### src/rtl/core/mcpid_pkg.sv
// Shared types, constants and register codes of the multi-channel PID speed controller.
package mcpid_pkg;

  localparam int CHANNELS   = 3;
  localparam int CH_W       = (CHANNELS > 1) ? $clog2(CHANNELS) : 1;
  localparam int NUM_DRIVES = 3;

  localparam logic [10:0] FRAME_BASE = 11'h200;

  localparam int SCALE_NUM   = 10000;
  localparam int SCALE_DEN   = 13000;
  localparam int SCALE_SHIFT = 24;
  localparam longint SCALE_MULT =
    (longint'(SCALE_NUM) * (longint'(1) << SCALE_SHIFT) + longint'(SCALE_DEN) - 1)
    / longint'(SCALE_DEN);

  localparam int MUL_A_W = 33;
  localparam int MUL_B_W = 25;
  localparam int MUL_P_W = MUL_A_W + MUL_B_W;
  localparam int SUM_W   = MUL_P_W;
  localparam int FRAC_W  = 20;
  localparam int WHOLE_W = SUM_W - FRAC_W;
  localparam int MAG_W   = 16;

  localparam logic signed [WHOLE_W-1:0] WHOLE_HI =
    WHOLE_W'((32768 * SCALE_DEN - 1) / SCALE_NUM);
  localparam logic signed [WHOLE_W-1:0] WHOLE_LO =
    -WHOLE_W'((32769 * SCALE_DEN - 1) / SCALE_NUM);

  localparam logic signed [15:0] PROP_GAIN_RST  = 16'sd4096;
  localparam logic signed [15:0] INTEG_GAIN_RST = 16'sd0;
  localparam logic signed [15:0] DERIV_GAIN_RST = 16'sd123;
  localparam logic [15:0]        STEP_TIME_RST  = 16'd1311;
  localparam logic [11:0]        STEP_RATE_RST  = 12'd50;

  typedef enum logic [2:0] {
    CFG_PROP_GAIN  = 3'd0,
    CFG_INTEG_GAIN = 3'd1,
    CFG_DERIV_GAIN = 3'd2,
    CFG_STEP_TIME  = 3'd3,
    CFG_STEP_RATE  = 3'd4
  } cfg_idx_t;

  typedef struct packed {
    logic               func;
    logic [10:0]        frame_id;
    logic signed [15:0] feedback_speed;
    logic signed [15:0] setpoint_a;
    logic signed [15:0] setpoint_b;
    logic signed [15:0] setpoint_c;
    logic signed [15:0] direct_value;
  } in_item_t;

  typedef struct packed {
    logic signed [15:0] drive_a;
    logic signed [15:0] drive_b;
    logic signed [15:0] drive_c;
    logic signed [15:0] drive_d;
  } out_item_t;

endpackage

### src/rtl/core/mcpid_mul.sv
// Shared signed multiplier with registered product.
module mcpid_mul
  import mcpid_pkg::*;
(
  input  logic                      clk,
  input  logic signed [MUL_A_W-1:0] op_a,
  input  logic signed [MUL_B_W-1:0] op_b,
  output logic signed [MUL_P_W-1:0] prod_r
);

  always_ff @(posedge clk) begin
    prod_r <= op_a * op_b;
  end

endmodule

### src/rtl/core/multi_channel_pid_speed_controller.sv
// Top level: three PID speed loops sharing one gain set, run on one multiplier.
//
// Input channel (in_valid/in_ready/in_data): a feedback transaction (func 0)
// stores the measured speed of channel frame_id - 0x201 when the id is in
// 0x201..0x200+CHANNELS; in_ready stays high. A tick transaction (func 1)
// runs the PID update of every channel and yields one result.
// Result channel (out_valid/out_ready/out_data): drive_a..c and the
// pass-through drive_d, held in an output register until taken.
// Configuration channel (cfg_valid/cfg_ready/cfg_index/cfg_data): always
// ready; write only while no tick is in flight.
// Sequencing: a tick steps through the channels in turn, then the output
// step. Each channel takes ten sequencer steps, six of them through the
// one shared 33x25 multiplier. in_ready drops for the whole tick, so no
// new transaction is taken until its result is in the output register.
// If the receiver stalls, the finished result waits in the output register,
// feedback is still accepted, and the next tick completes its math then
// waits in its last step until the register is free.
// Reset (rst_n low, synchronous) restores the gains, clears speeds, errors
// and integrals, and empties the output register.
module multi_channel_pid_speed_controller
  import mcpid_pkg::*;
(
  input  logic        clk,
  input  logic        rst_n,
  input  logic        in_valid,
  output logic        in_ready,
  input  in_item_t    in_data,
  output logic        out_valid,
  input  logic        out_ready,
  output out_item_t   out_data,
  input  logic        cfg_valid,
  output logic        cfg_ready,
  input  logic [2:0]  cfg_index,
  input  logic [15:0] cfg_data
);

  typedef enum logic [3:0] {
    S_IDLE, S_LOAD, S_M1, S_M2, S_M3, S_M4, S_M5, S_M6,
    S_WHOLE, S_SCALE, S_DRIVE, S_OUT
  } state_t;

  state_t              state_r;
  logic [CH_W-1:0]     ch_r;
  logic                out_valid_r;
  out_item_t           out_data_r;

  logic signed [15:0]  prop_gain_r;
  logic signed [15:0]  integ_gain_r;
  logic signed [15:0]  deriv_gain_r;
  logic [15:0]         step_time_r;
  logic [11:0]         step_rate_r;

  logic signed [15:0]  meas_r  [CHANNELS];
  logic signed [16:0]  prev_r  [CHANNELS];
  logic signed [31:0]  integ_r [CHANNELS];

  logic signed [15:0]  sp_a_r, sp_b_r, sp_c_r, direct_r;
  logic signed [16:0]  err_r;
  logic signed [17:0]  diff_r;
  logic signed [31:0]  acc_r;
  logic signed [30:0]  der_r;
  logic signed [SUM_W-1:0] sum_r;
  logic [MAG_W-1:0]    mag_r;
  logic                neg_r;
  logic signed [15:0]  drive_r [NUM_DRIVES];

  logic signed [MUL_A_W-1:0] op_a;
  logic signed [MUL_B_W-1:0] op_b;
  logic signed [MUL_P_W-1:0] prod_r;

  logic                in_acc, out_acc, cfg_acc, load_out, last_ch;
  logic                fb_hit;
  logic [CH_W-1:0]     fb_idx;
  logic signed [15:0]  sp_sel, meas_sel;
  logic signed [16:0]  err_w;
  logic signed [17:0]  diff_w;
  logic signed [33:0]  tp_w, tadj_w, acc_w;
  logic signed [25:0]  term_w;
  logic signed [31:0]  acc_sat_w;
  logic signed [SUM_W-1:0]   sadj_w;
  logic signed [WHOLE_W-1:0] whole_w, wclamp_w, wabs_w;
  logic [MAG_W-1:0]    q_w;
  logic signed [15:0]  drv_w;
  logic [1:0]          drv_idx;

  mcpid_mul u_mul (
    .clk    (clk),
    .op_a   (op_a),
    .op_b   (op_b),
    .prod_r (prod_r)
  );

  assign in_ready  = (state_r == S_IDLE);
  assign in_acc    = in_valid && in_ready;
  assign out_valid = out_valid_r;
  assign out_data  = out_data_r;
  assign out_acc   = out_valid_r && out_ready;
  assign cfg_ready = 1'b1;
  assign cfg_acc   = cfg_valid && cfg_ready;
  assign load_out  = (state_r == S_OUT) && (!out_valid_r || out_ready);
  assign last_ch   = (32'(ch_r) == CHANNELS - 1);

  assign fb_hit = (in_data.frame_id > FRAME_BASE) &&
                  (32'(in_data.frame_id) <= 32'(FRAME_BASE) + CHANNELS);
  assign fb_idx = CH_W'(in_data.frame_id - FRAME_BASE - 11'd1);

  always_comb begin
    if (32'(ch_r) == 0) begin
      sp_sel = sp_a_r;
    end else if (32'(ch_r) == 1) begin
      sp_sel = sp_b_r;
    end else if (32'(ch_r) == 2) begin
      sp_sel = sp_c_r;
    end else begin
      sp_sel = '0;
    end
  end

  assign meas_sel = meas_r[ch_r];
  assign err_w    = {sp_sel[15], sp_sel} - {meas_sel[15], meas_sel};
  assign diff_w   = {err_w[16], err_w} - {prev_r[ch_r][16], prev_r[ch_r]};

  assign tp_w      = prod_r[33:0];
  assign tadj_w    = tp_w + {26'd0, {8{tp_w[33]}}};
  assign term_w    = tadj_w[33:8];
  assign acc_w     = {{2{integ_r[ch_r][31]}}, integ_r[ch_r]} + {{8{term_w[25]}}, term_w};

  always_comb begin
    if (acc_w[33:31] == 3'b000 || acc_w[33:31] == 3'b111) begin
      acc_sat_w = acc_w[31:0];
    end else if (acc_w[33]) begin
      acc_sat_w = {1'b1, 31'd0};
    end else begin
      acc_sat_w = {1'b0, {31{1'b1}}};
    end
  end

  assign sadj_w  = sum_r + {{(SUM_W - FRAC_W){1'b0}}, {FRAC_W{sum_r[SUM_W-1]}}};
  assign whole_w = sadj_w[SUM_W-1:FRAC_W];

  always_comb begin
    if (whole_w > WHOLE_HI) begin
      wclamp_w = WHOLE_HI;
    end else if (whole_w < WHOLE_LO) begin
      wclamp_w = WHOLE_LO;
    end else begin
      wclamp_w = whole_w;
    end
    wabs_w = wclamp_w[WHOLE_W-1] ? -wclamp_w : wclamp_w;
  end

  assign q_w     = prod_r[SCALE_SHIFT + MAG_W - 1:SCALE_SHIFT];
  assign drv_w   = neg_r ? $signed(16'd0 - q_w) : $signed(q_w);
  assign drv_idx = 2'(ch_r);

  always_comb begin
    op_a = '0;
    op_b = '0;
    unique case (state_r)
      S_M1: begin
        op_a = MUL_A_W'(err_r);
        op_b = MUL_B_W'($signed({1'b0, step_time_r}));
      end
      S_M2: begin
        op_a = MUL_A_W'(diff_r);
        op_b = MUL_B_W'($signed({1'b0, step_rate_r}));
      end
      S_M3: begin
        op_a = MUL_A_W'(err_r);
        op_b = MUL_B_W'(prop_gain_r);
      end
      S_M4: begin
        op_a = MUL_A_W'(acc_r);
        op_b = MUL_B_W'(integ_gain_r);
      end
      S_M5: begin
        op_a = MUL_A_W'(der_r);
        op_b = MUL_B_W'(deriv_gain_r);
      end
      S_SCALE: begin
        op_a = MUL_A_W'($signed({1'b0, mag_r}));
        op_b = MUL_B_W'(SCALE_MULT);
      end
      default: begin
        op_a = '0;
        op_b = '0;
      end
    endcase
  end

  always_ff @(posedge clk) begin
    if (!rst_n) begin
      state_r      <= S_IDLE;
      ch_r         <= '0;
      out_valid_r  <= 1'b0;
      prop_gain_r  <= PROP_GAIN_RST;
      integ_gain_r <= INTEG_GAIN_RST;
      deriv_gain_r <= DERIV_GAIN_RST;
      step_time_r  <= STEP_TIME_RST;
      step_rate_r  <= STEP_RATE_RST;
      for (int i = 0; i < CHANNELS; i++) begin
        meas_r[i]  <= '0;
        prev_r[i]  <= '0;
        integ_r[i] <= '0;
      end
    end else begin
      if (cfg_acc) begin
        unique case (cfg_index)
          CFG_PROP_GAIN:  prop_gain_r  <= cfg_data;
          CFG_INTEG_GAIN: integ_gain_r <= cfg_data;
          CFG_DERIV_GAIN: deriv_gain_r <= cfg_data;
          CFG_STEP_TIME:  step_time_r  <= cfg_data;
          CFG_STEP_RATE:  step_rate_r  <= cfg_data[11:0];
          default: ;
        endcase
      end
      if (out_acc) begin
        out_valid_r <= 1'b0;
      end
      unique case (state_r)
        S_IDLE: begin
          if (in_acc) begin
            if (in_data.func) begin
              ch_r    <= '0;
              state_r <= S_LOAD;
            end else if (fb_hit) begin
              meas_r[fb_idx] <= in_data.feedback_speed;
            end
          end
        end
        S_LOAD: begin
          prev_r[ch_r] <= err_w;
          state_r      <= S_M1;
        end
        S_M1: state_r <= S_M2;
        S_M2: begin
          integ_r[ch_r] <= acc_sat_w;
          state_r       <= S_M3;
        end
        S_M3:    state_r <= S_M4;
        S_M4:    state_r <= S_M5;
        S_M5:    state_r <= S_M6;
        S_M6:    state_r <= S_WHOLE;
        S_WHOLE: state_r <= S_SCALE;
        S_SCALE: state_r <= S_DRIVE;
        S_DRIVE: begin
          if (last_ch) begin
            state_r <= S_OUT;
          end else begin
            ch_r    <= ch_r + CH_W'(1);
            state_r <= S_LOAD;
          end
        end
        S_OUT: begin
          if (load_out) begin
            out_valid_r <= 1'b1;
            state_r     <= S_IDLE;
          end
        end
        default: state_r <= S_IDLE;
      endcase
    end
  end

  always_ff @(posedge clk) begin
    if (in_acc && in_data.func) begin
      sp_a_r   <= in_data.setpoint_a;
      sp_b_r   <= in_data.setpoint_b;
      sp_c_r   <= in_data.setpoint_c;
      direct_r <= in_data.direct_value;
      for (int i = 0; i < NUM_DRIVES; i++) begin
        drive_r[i] <= '0;
      end
    end
    if (state_r == S_LOAD) begin
      err_r  <= err_w;
      diff_r <= diff_w;
    end
    if (state_r == S_M2) begin
      acc_r <= acc_sat_w;
    end
    if (state_r == S_M3) begin
      der_r <= prod_r[30:0];
    end
    if (state_r == S_M4) begin
      sum_r <= prod_r <<< 8;
    end
    if (state_r == S_M5) begin
      sum_r <= sum_r + prod_r;
    end
    if (state_r == S_M6) begin
      sum_r <= sum_r + (prod_r <<< 8);
    end
    if (state_r == S_WHOLE) begin
      mag_r <= wabs_w[MAG_W-1:0];
      neg_r <= wclamp_w[WHOLE_W-1];
    end
    if (state_r == S_DRIVE && 32'(ch_r) < NUM_DRIVES) begin
      drive_r[drv_idx] <= drv_w;
    end
    if (load_out) begin
      out_data_r.drive_a <= drive_r[0];
      out_data_r.drive_b <= drive_r[1];
      out_data_r.drive_c <= drive_r[2];
      out_data_r.drive_d <= direct_r;
    end
  end

`ifndef SYNTH
  a_tick_blocks_input: assert property (@(posedge clk) disable iff (!rst_n)
    in_valid && in_ready && in_data.func |=> !in_ready)
    else $error("input still ready after tick transaction");

  a_feedback_keeps_ready: assert property (@(posedge clk) disable iff (!rst_n)
    in_valid && in_ready && !in_data.func |=> in_ready)
    else $error("feedback transaction started the sequencer");

  a_result_from_sequencer: assert property (@(posedge clk) disable iff (!rst_n)
    $rose(out_valid) |-> $past(state_r == S_OUT))
    else $error("result appeared outside the output step");

  a_channel_in_range: assert property (@(posedge clk) disable iff (!rst_n)
    32'(ch_r) < CHANNELS)
    else $error("channel counter out of range");

  a_last_channel_ends: assert property (@(posedge clk) disable iff (!rst_n)
    state_r == S_DRIVE && last_ch |=> state_r == S_OUT)
    else $error("sequencer did not finish after last channel");
`endif

endmodule

### config.mk
export PLATFORM = sky130hd
export DESIGN_NAME = multi_channel_pid_speed_controller
export DESIGN_NICKNAME = d
export VERILOG_FILES = /design/src/rtl/core/mcpid_pkg.sv /design/src/rtl/core/mcpid_mul.sv /design/src/rtl/core/multi_channel_pid_speed_controller.sv
export SDC_FILE = /design/constraint.sdc
export NUM_CORES = 2
export LEC_CHECK = 0
export ABC_AREA = 1
export BUFFER_PORTS_ARGS = -buffer_cell sky130_fd_sc_hd__buf_2
export CORE_MARGIN = 4
export CORE_UTILIZATION = 30
export DETAILED_ROUTE_END_ITERATION = 16
export GPL_TIMING_DRIVEN = 0
export PLACE_DENSITY_LB_ADDON = 0.08
export REMOVE_ABC_BUFFERS = 1
export SLEW_MARGIN = 20
export SYNTH_ARGS = -nofsm -noshare
export SYNTH_HDL_FRONTEND = slang
export SYNTH_SLANG_ARGS = --single-unit
### constraint.sdc
create_clock -name clk -period 23.5 [get_ports clk]
set_clock_uncertainty 0.2 [all_clocks]
set_input_delay 4.7 -clock clk [delete_from_list [all_inputs] [get_ports clk]]
set_output_delay 4.7 -clock clk [all_outputs]
set_load 0.05 [all_outputs]
=== Yosys cells after proc, flatten, opt, wreduce, memory -nomap -nowiden ===
Memories as Yosys holds them, arrays and structs flattened. A register that Yosys moved wholly into a read port is not among the register bits.
Index checks and enable logic that the tools add are counted.

* Word-level logic and storage cells: 153
* Register bits after elaboration: 394
* Output and inout bits: 67
* Memory bits (writable): 243
* Memories kept: 4

* Reductions and logical operators: 27
* Multipliers: 1
* Magnitude comparators: 5
* Add/subtract/negate cells: 12
* Equal/unequal tests: 22
* Multiplexer cells: 61

{| class="wikitable"
|+ Memories
! memory !! words !! bits a word !! rd ports !! clocked after memory_dff !! write ports !! line !! source
|-
| integ_r || 3 || 32 || 1 || 1 || 3 || multi_channel_pid_speed_controller.sv:55 || <nowiki>logic signed [31:0] integ_r [CHANNELS];</nowiki>
|-
| prev_r || 3 || 17 || 1 || 1 || 3 || multi_channel_pid_speed_controller.sv:54 || <nowiki>logic signed [16:0] prev_r [CHANNELS];</nowiki>
|-
| drive_r || 3 || 16 || 3 || 3 || 3 || multi_channel_pid_speed_controller.sv:65 || <nowiki>logic signed [15:0] drive_r [NUM_DRIVES];</nowiki>
|-
| meas_r || 3 || 16 || 1 || 1 || 3 || multi_channel_pid_speed_controller.sv:53 || <nowiki>logic signed [15:0] meas_r [CHANNELS];</nowiki>
|}

{| class="wikitable"
|+ Operators by type and width
! cell !! number
|-
| 58-bit 2-to-1 mux || 3
|-
| 33-bit case mux with 5 select lines || 1
|-
| 25-bit case mux with 6 select lines || 1
|-
| 58-bit adder || 2
|-
| 16-bit 2-to-1 mux || 7
|-
| 32-bit 2-to-1 mux || 3
|-
| 38-bit 2-to-1 mux || 2
|-
| 58-bit by 20-bit adder with 58-bit output || 1
|-
| 33-bit by 25-bit multiplier with 58-bit output || 1
|-
| 4-bit case mux with 12 select lines || 1
|-
| 38-bit by 17-bit > comparator with 1-bit output, second input constant || 1
|-
| 38-bit by 17-bit < comparator with 1-bit output, second input constant || 1
|-
| 34-bit by 8-bit adder with 34-bit output || 1
|-
| 32-bit by 26-bit adder with 33-bit output || 1
|-
| 16-bit OR reduction || 2
|-
| 32-bit OR reduction || 1
|-
| 2-bit 2-to-1 mux || 13
|-
| 1-bit 2-to-1 mux || 24
|-
| 17-bit by 17-bit subtractor with 18-bit output || 1
|-
| 17-bit 2-to-1 mux || 1
|-
| 17-bit OR reduction || 1
|-
| 16-bit by 16-bit subtractor with 17-bit output || 1
|-
| 4-bit by 3-bit equality test with 1-bit output, second input constant || 4
|-
| 4-bit equality test, second input constant || 4
|-
| other kinds (30) || 50
|}

=== Logic depth before layout (Yosys ltp) ===
* Word-level depth: 10
* Depth in mapped cells: 46
* Depth with buffers taken out: 45

=== Hierarchy ===
A second synthesis with hierarchy kept.

* Cell total of the unflattened synthesis: 9256
* Area total of the unflattened synthesis: 74372.6 µm²

{| class="wikitable"
|+ Modules (own cells, without submodules)
! module !! cells an instance !! times used !! area each (µm²)
|-
| multi_channel_pid_speed_controller || 4908 || 1 || 41426.0
|-
| mcpid_mul || 4348 || 1 || 32946.6
|}

=== Worst setup path before layout ===
OpenSTA, ideal clock, no wires.

* Kind: input -> register
* From: input port in_valid
* To: memory drive_r[0][0] (enable)
* Library setup time: 374 ps
* Arrival: 10302 ps
* Stages on the path: 4
* Path buffers: 0
* Slack: 12624 ps
* Path through: inv_1 -> nor3_1 -> inv_1 -> nand2_1

{| class="wikitable"
|+ RTL lines
! item !! line !! source
|-
| start, declared || multi_channel_pid_speed_controller.sv:25 || <nowiki>input logic in_valid,</nowiki>
|-
| end, declared || multi_channel_pid_speed_controller.sv:65 ||
|}

=== Final worst setup path ===
* From: register state_r[0]
* To: register u_mul.prod_r[57]

* Word-level cells in the longest chain between the ends: 4

{| class="wikitable"
|+ RTL lines
! item !! line !! source
|-
| start, declared || multi_channel_pid_speed_controller.sv:42 || <nowiki>state_t state_r;</nowiki>
|-
| start signal, assigned || multi_channel_pid_speed_controller.sv:193 || <nowiki>state_r <= S_IDLE;</nowiki>
|-
| start signal, assigned || multi_channel_pid_speed_controller.sv:225 || <nowiki>state_r <= S_LOAD;</nowiki>
|-
| start signal, assigned || multi_channel_pid_speed_controller.sv:233 || <nowiki>state_r <= S_M1;</nowiki>
|-
| 4-bit by 3-bit equality test with 1-bit output or 4-bit by 2-bit equality test with 1-bit output (tied branches) || multi_channel_pid_speed_controller.sv:159 || <nowiki>unique case (state_r)</nowiki>
|-
| 2-bit OR reduction (no source line) || - ||
|-
| 33-bit case mux with 5 select lines || multi_channel_pid_speed_controller.sv:159 ||
|-
| 33-bit by 25-bit multiplier with 58-bit output * || mcpid_mul.sv:12 || <nowiki>prod_r <= op_a * op_b;</nowiki>
|-
| end signal, assigned || mcpid_mul.sv:12 ||
|-
| end, declared || mcpid_mul.sv:8 || <nowiki>output logic signed [MUL_P_W-1:0] prod_r</nowiki>
|}

Every way passes the cells marked *; elsewhere a longest branch is shown, timed or not.
A chain may end at the register's enable or synchronous reset.

==> impl.org <==
** Power
- Static power due to leakage :: 38.6 nW
- Power spread over the standard cell area amounts to 72.7 nW/µm².
- Worst supply voltage drop on vdd :: 0.0592 mV

** Clocking
- The number of hold buffers added after CTS was 0.
- The cell sitting at the root of the clock tree is a sky130_fd_sc_hd__clkbuf_16.
- The number of clock buffers added by TritonCTS is 92.
- Clock sink count :: 752
- Clk buf depth :: 3
- Source-to-sink clock delay at the later pin of the worst-skew pair :: 0.73 ns
- CTS tree :: yes
- The H-tree was split into 3 levels.
- CTS-repair resized insts :: 0
- Number of post-CTS setup repair buffers :: 0
- Clock edge transition at the registers on the reported setup and hold paths :: 0.06 ns

** Die
- For this design the top-level I/O count stands at 183.
- In this run the horizontal extent of the chip is 491 µm.
- Once the floorplan was initialized, standard cells occupied 30.1% of the core.
- Full die area :: 241000 µm²
- Measured along the y axis, the die boundary spans 491 µm.
- Area of the core :: 233000 µm²
- Count of standard-cell rows :: 177

** Timing
- Max-slew violation count :: 0
- The worst path in the final design needs a cycle of 12.43 ns, including I/O delays and setup.
- Final worst path period share :: 52.9%
- At the pin with the least slew margin, the transition time is 1.17 ns.
- In the final timing run, aggregate negative setup slack is 0 ns.
- The total count of hold-check failures in the final report is 0.
- For this run, the top clock speed supported by timing is 80.5 MHz.
- Final count of negative-setup-slack endpoints :: 0
- Rel. slew slack :: 21.6%
- Unrepaired setup endpoints after global routing :: no

** Logic synthesis
- Flip-flop and latch count after synthesis :: 752
- In the synthesized netlist the async set-or-reset flop fraction comes to 0%.
- EDFF count, synth :: 609
- The Yosys step of the flow raised 0 warnings.
- Share of the synthesized area in the top cell type :: 26.1%
- Distinct cells, synth :: 70
- Counting every instance in the synthesized netlist gives 8232.
- Among all flip-flop cells after synthesis, the most frequent one is sky130_fd_sc_hd__edfxtp_1.
- Largest area contributor in the netlist :: sky130_fd_sc_hd__edfxtp_1
- Averaged over all synthesized cells, the footprint is 8.52 µm².
- Cell area after synthesis :: 70100 µm²
- Yosys attributes the largest share of cell area to sky130_fd_sc_hd__edfxtp_1 (26%), sky130_fd_sc_hd__fa_1 (23%), sky130_fd_sc_hd__inv_1 (9.6%), sky130_fd_sc_hd__nand2_1 (8.3%), sky130_fd_sc_hd__ha_1 (6.5%).
- For this run, the register share of the synthesized area comes to 30.2%.

** Setup path
- Along the worst path, the maximum fanout reaches 32.
- STA classifies the critical path startpoint as a register.
- Data on the critical path is required at its endpoint by 23.82 ns.
- Measured in cells, the most critical reg-to-reg path has a length of 29.
- By instance count, the cell type seen most on the critical path is sky130_fd_sc_hd__inv_1.
- Worst path max stage delay :: 1.01 ns
- The worst setup path is captured at a register.
- At the worst endpoint, the arrival time is 12.75 ns.
- The critical path is of the reg -> reg type.
- The slowest stage of the critical path is the sky130_fd_sc_hd__clkinv_1 cell.

** GRT
- Number of global-route vias before repair :: 56383
- Residual overflow from global routing :: 0
- The first global-routing pass estimated 377 mm of wire.
- Antenna violations before repair :: 25
- Across every metal layer, demand over resource in global routing totals 20.9%.
- Entering global routing, the biggest net connects 70 pins.

** Final layout
- Commonest cells after routing, fill and taps aside :: sky130_fd_sc_hd__inv_1 (1778), sky130_fd_sc_hd__nand2_1 (1540), sky130_fd_sc_hd__nor2_1 (875)
- Layout cells sized above 1 :: 6.34%
- Total number of nets in the final design :: 9655
- The layout has 24487 filler cells.
- Summing all non-filler instances in the final layout gives an area of 78600 µm².
- Cells fill 33.8% of the core in the end.
- Compared with the post-synthesis result, the final layout area differs by 12.1%.
- Most frequent standard cell in the layout excluding fill and tap cells :: sky130_fd_sc_hd__inv_1

** Detailed routing
- DRC :: 0
- Number of nets still failing antenna checks after routing :: 0
- Detailed-route vias per instance :: 4.83
- Detailed Route WL :: 255 mm
- For this run, the detailed router's first-pass iteration total came to 6.
- In the final routed layout, each cell accounts on average for 22.2 µm.
- After the first detailed-routing iteration, the DRC count stood at 3807.
- Detailed routing inserted a total of 55469 vias.

** Run
- Number of violations of the max-capacitance limit :: 0

** Place
- After detailed placement, the total cell area comes to 75600 µm².
- Input and output buffers added on the ports amount to 181.
- Final weighted congestion of routability-driven global placement :: 0.908
- Summed over all nets, the half-perimeter wirelength after detailed placement is 205 mm.

** Run status
- The run finished with clean final reports.

** Min path
- In this run the worst hold path is classified as reg -> reg.
- Hold Path Cell Cnt :: 0
==> registers in the layout, indices dropped and copies added (netlist names), 17 cells and up, named ones only <==
signal and count:
acc_r 32, der_r 31, diff_r 18, drive_r 48
err_r 17, integ_r 128, meas_r 64, out_data 64
prev_r 68, sum_r 58, u_mul.prod_r 58
==> per-layer routing <==
layer	track usage, %	up-vias	wire length [µm]
met1	29.4	27747	118000
met2	34.3	1339	119000
met3	2.30	244	11200
met5	0	-	91
li1	-	26127	-
met4	4.96	12	6130
==> where the power goes <==
group          switching [W]  total (W)  internal [W]
Sequential          0.000183    0.00183       0.00165
Clock               0.000606    0.00141      0.000808
Combinational        0.00177    0.00247      0.000701
==> cell families (layout without fill, tap and decap cells) <==
group                    after synthesis  in the layout  synth area share [%]
AO/OA/AOI/OAI                       1210           1210                  10.0
XOR/XNOR                             210            210                  2.62
adder cells (fa/ha/maj)             1181           1181                  29.8
buffers and inverters               2061           2243                  11.1
flip-flops                           752            752                  30.2
other                                  2             24                0.0107
AND/OR/NAND/NOR                     2816           2816                  16.2
==> per-stage QoR <==
| stage | hold WS, ns | total power [W] | setup slack [ns] | cells |
|---|---|---|---|---|
| after global placement | 0.201 | 0.00430 | 2.58 | 11235 |
| after floorplan | 0.200 | 0.00323 | 12.15 | 8011 |
| after CTS | 0.217 | 0.00579 | 10.89 | 11471 |
| final | 0.214 | 0.00571 | 11.07 | 11479 |
| after detailed placement | 0.205 | 0.00434 | 11.00 | 11306 |
| after global routing | 0.220 | 0.00607 | 10.49 | 11474 |
==> worst max-delay path, delay by kind of cell (launching register included) <==
| kind | cells | cell delay [ns] |
|---|---|---|
| AOI/OAI and AO/OA | 5 | 1.34 |
| xor gates and xnor gates | 1 | 0.43 |
| adders and majority gates | 8 | 4.69 |
| buffers and inverters | 10 | 2.33 |
| DFF | 1 | 0.37 |
| and+or+nand+nor | 5 | 2.76 |
==> Yosys cell counts (48+ instances only) <==
cell,count
sky130_fd_sc_hd__nand2_1,1555
sky130_fd_sc_hd__nor2_1,896
sky130_fd_sc_hd__inv_1,1786
sky130_fd_sc_hd__xnor2_1,56
sky130_fd_sc_hd__a21oi_1,486
sky130_fd_sc_hd__o22ai_1,54
sky130_fd_sc_hd__fa_1,819
sky130_fd_sc_hd__xor2_1,154
sky130_fd_sc_hd__a31oi_1,71
sky130_fd_sc_hd__nor3_1,48
sky130_fd_sc_hd__clkbuf_1,211
sky130_fd_sc_hd__dfxtp_1,143
sky130_fd_sc_hd__ha_1,362
sky130_fd_sc_hd__nand3_1,165
sky130_fd_sc_hd__edfxtp_1,609
sky130_fd_sc_hd__o21ai_0,337
==> cell type report <==
| cell class | count | area (µm²) | share of cell area (%) |
|---|---|---|---|
| antenna | 7 | 17.5 | 0.0223 |
| timing repair buffer | 253 | 2170 | 2.76 |
| tap | 3043 | 3810 | 4.85 |
| clock inverter | 51 | 558 | 0.710 |
| clock buffer | 114 | 2400 | 3.06 |
| multi-input combinational | 5434 | 41600 | 52.9 |
| inverter | 1825 | 6870 | 8.75 |
| sequential | 752 | 21200 | 26.9 |
==> path summary, 6_finish.rpt <==
check	start	end	slack, ns
setup / recovery	state_r[0]$_SDFFE_PN0P_	u_mul.prod_r[57]$_DFF_P_	11.07
hold / removal	direct_r[15]$_DFFE_PP_	out_data[15]$_DFFE_PP_	0.21
setup reg to reg	state_r[0]$_SDFFE_PN0P_	u_mul.prod_r[57]$_DFF_P_	11.07
hold reg to reg	direct_r[15]$_DFFE_PP_	out_data[15]$_DFFE_PP_	0.21
Note: power is estimated with default switching activity, not from simulation.
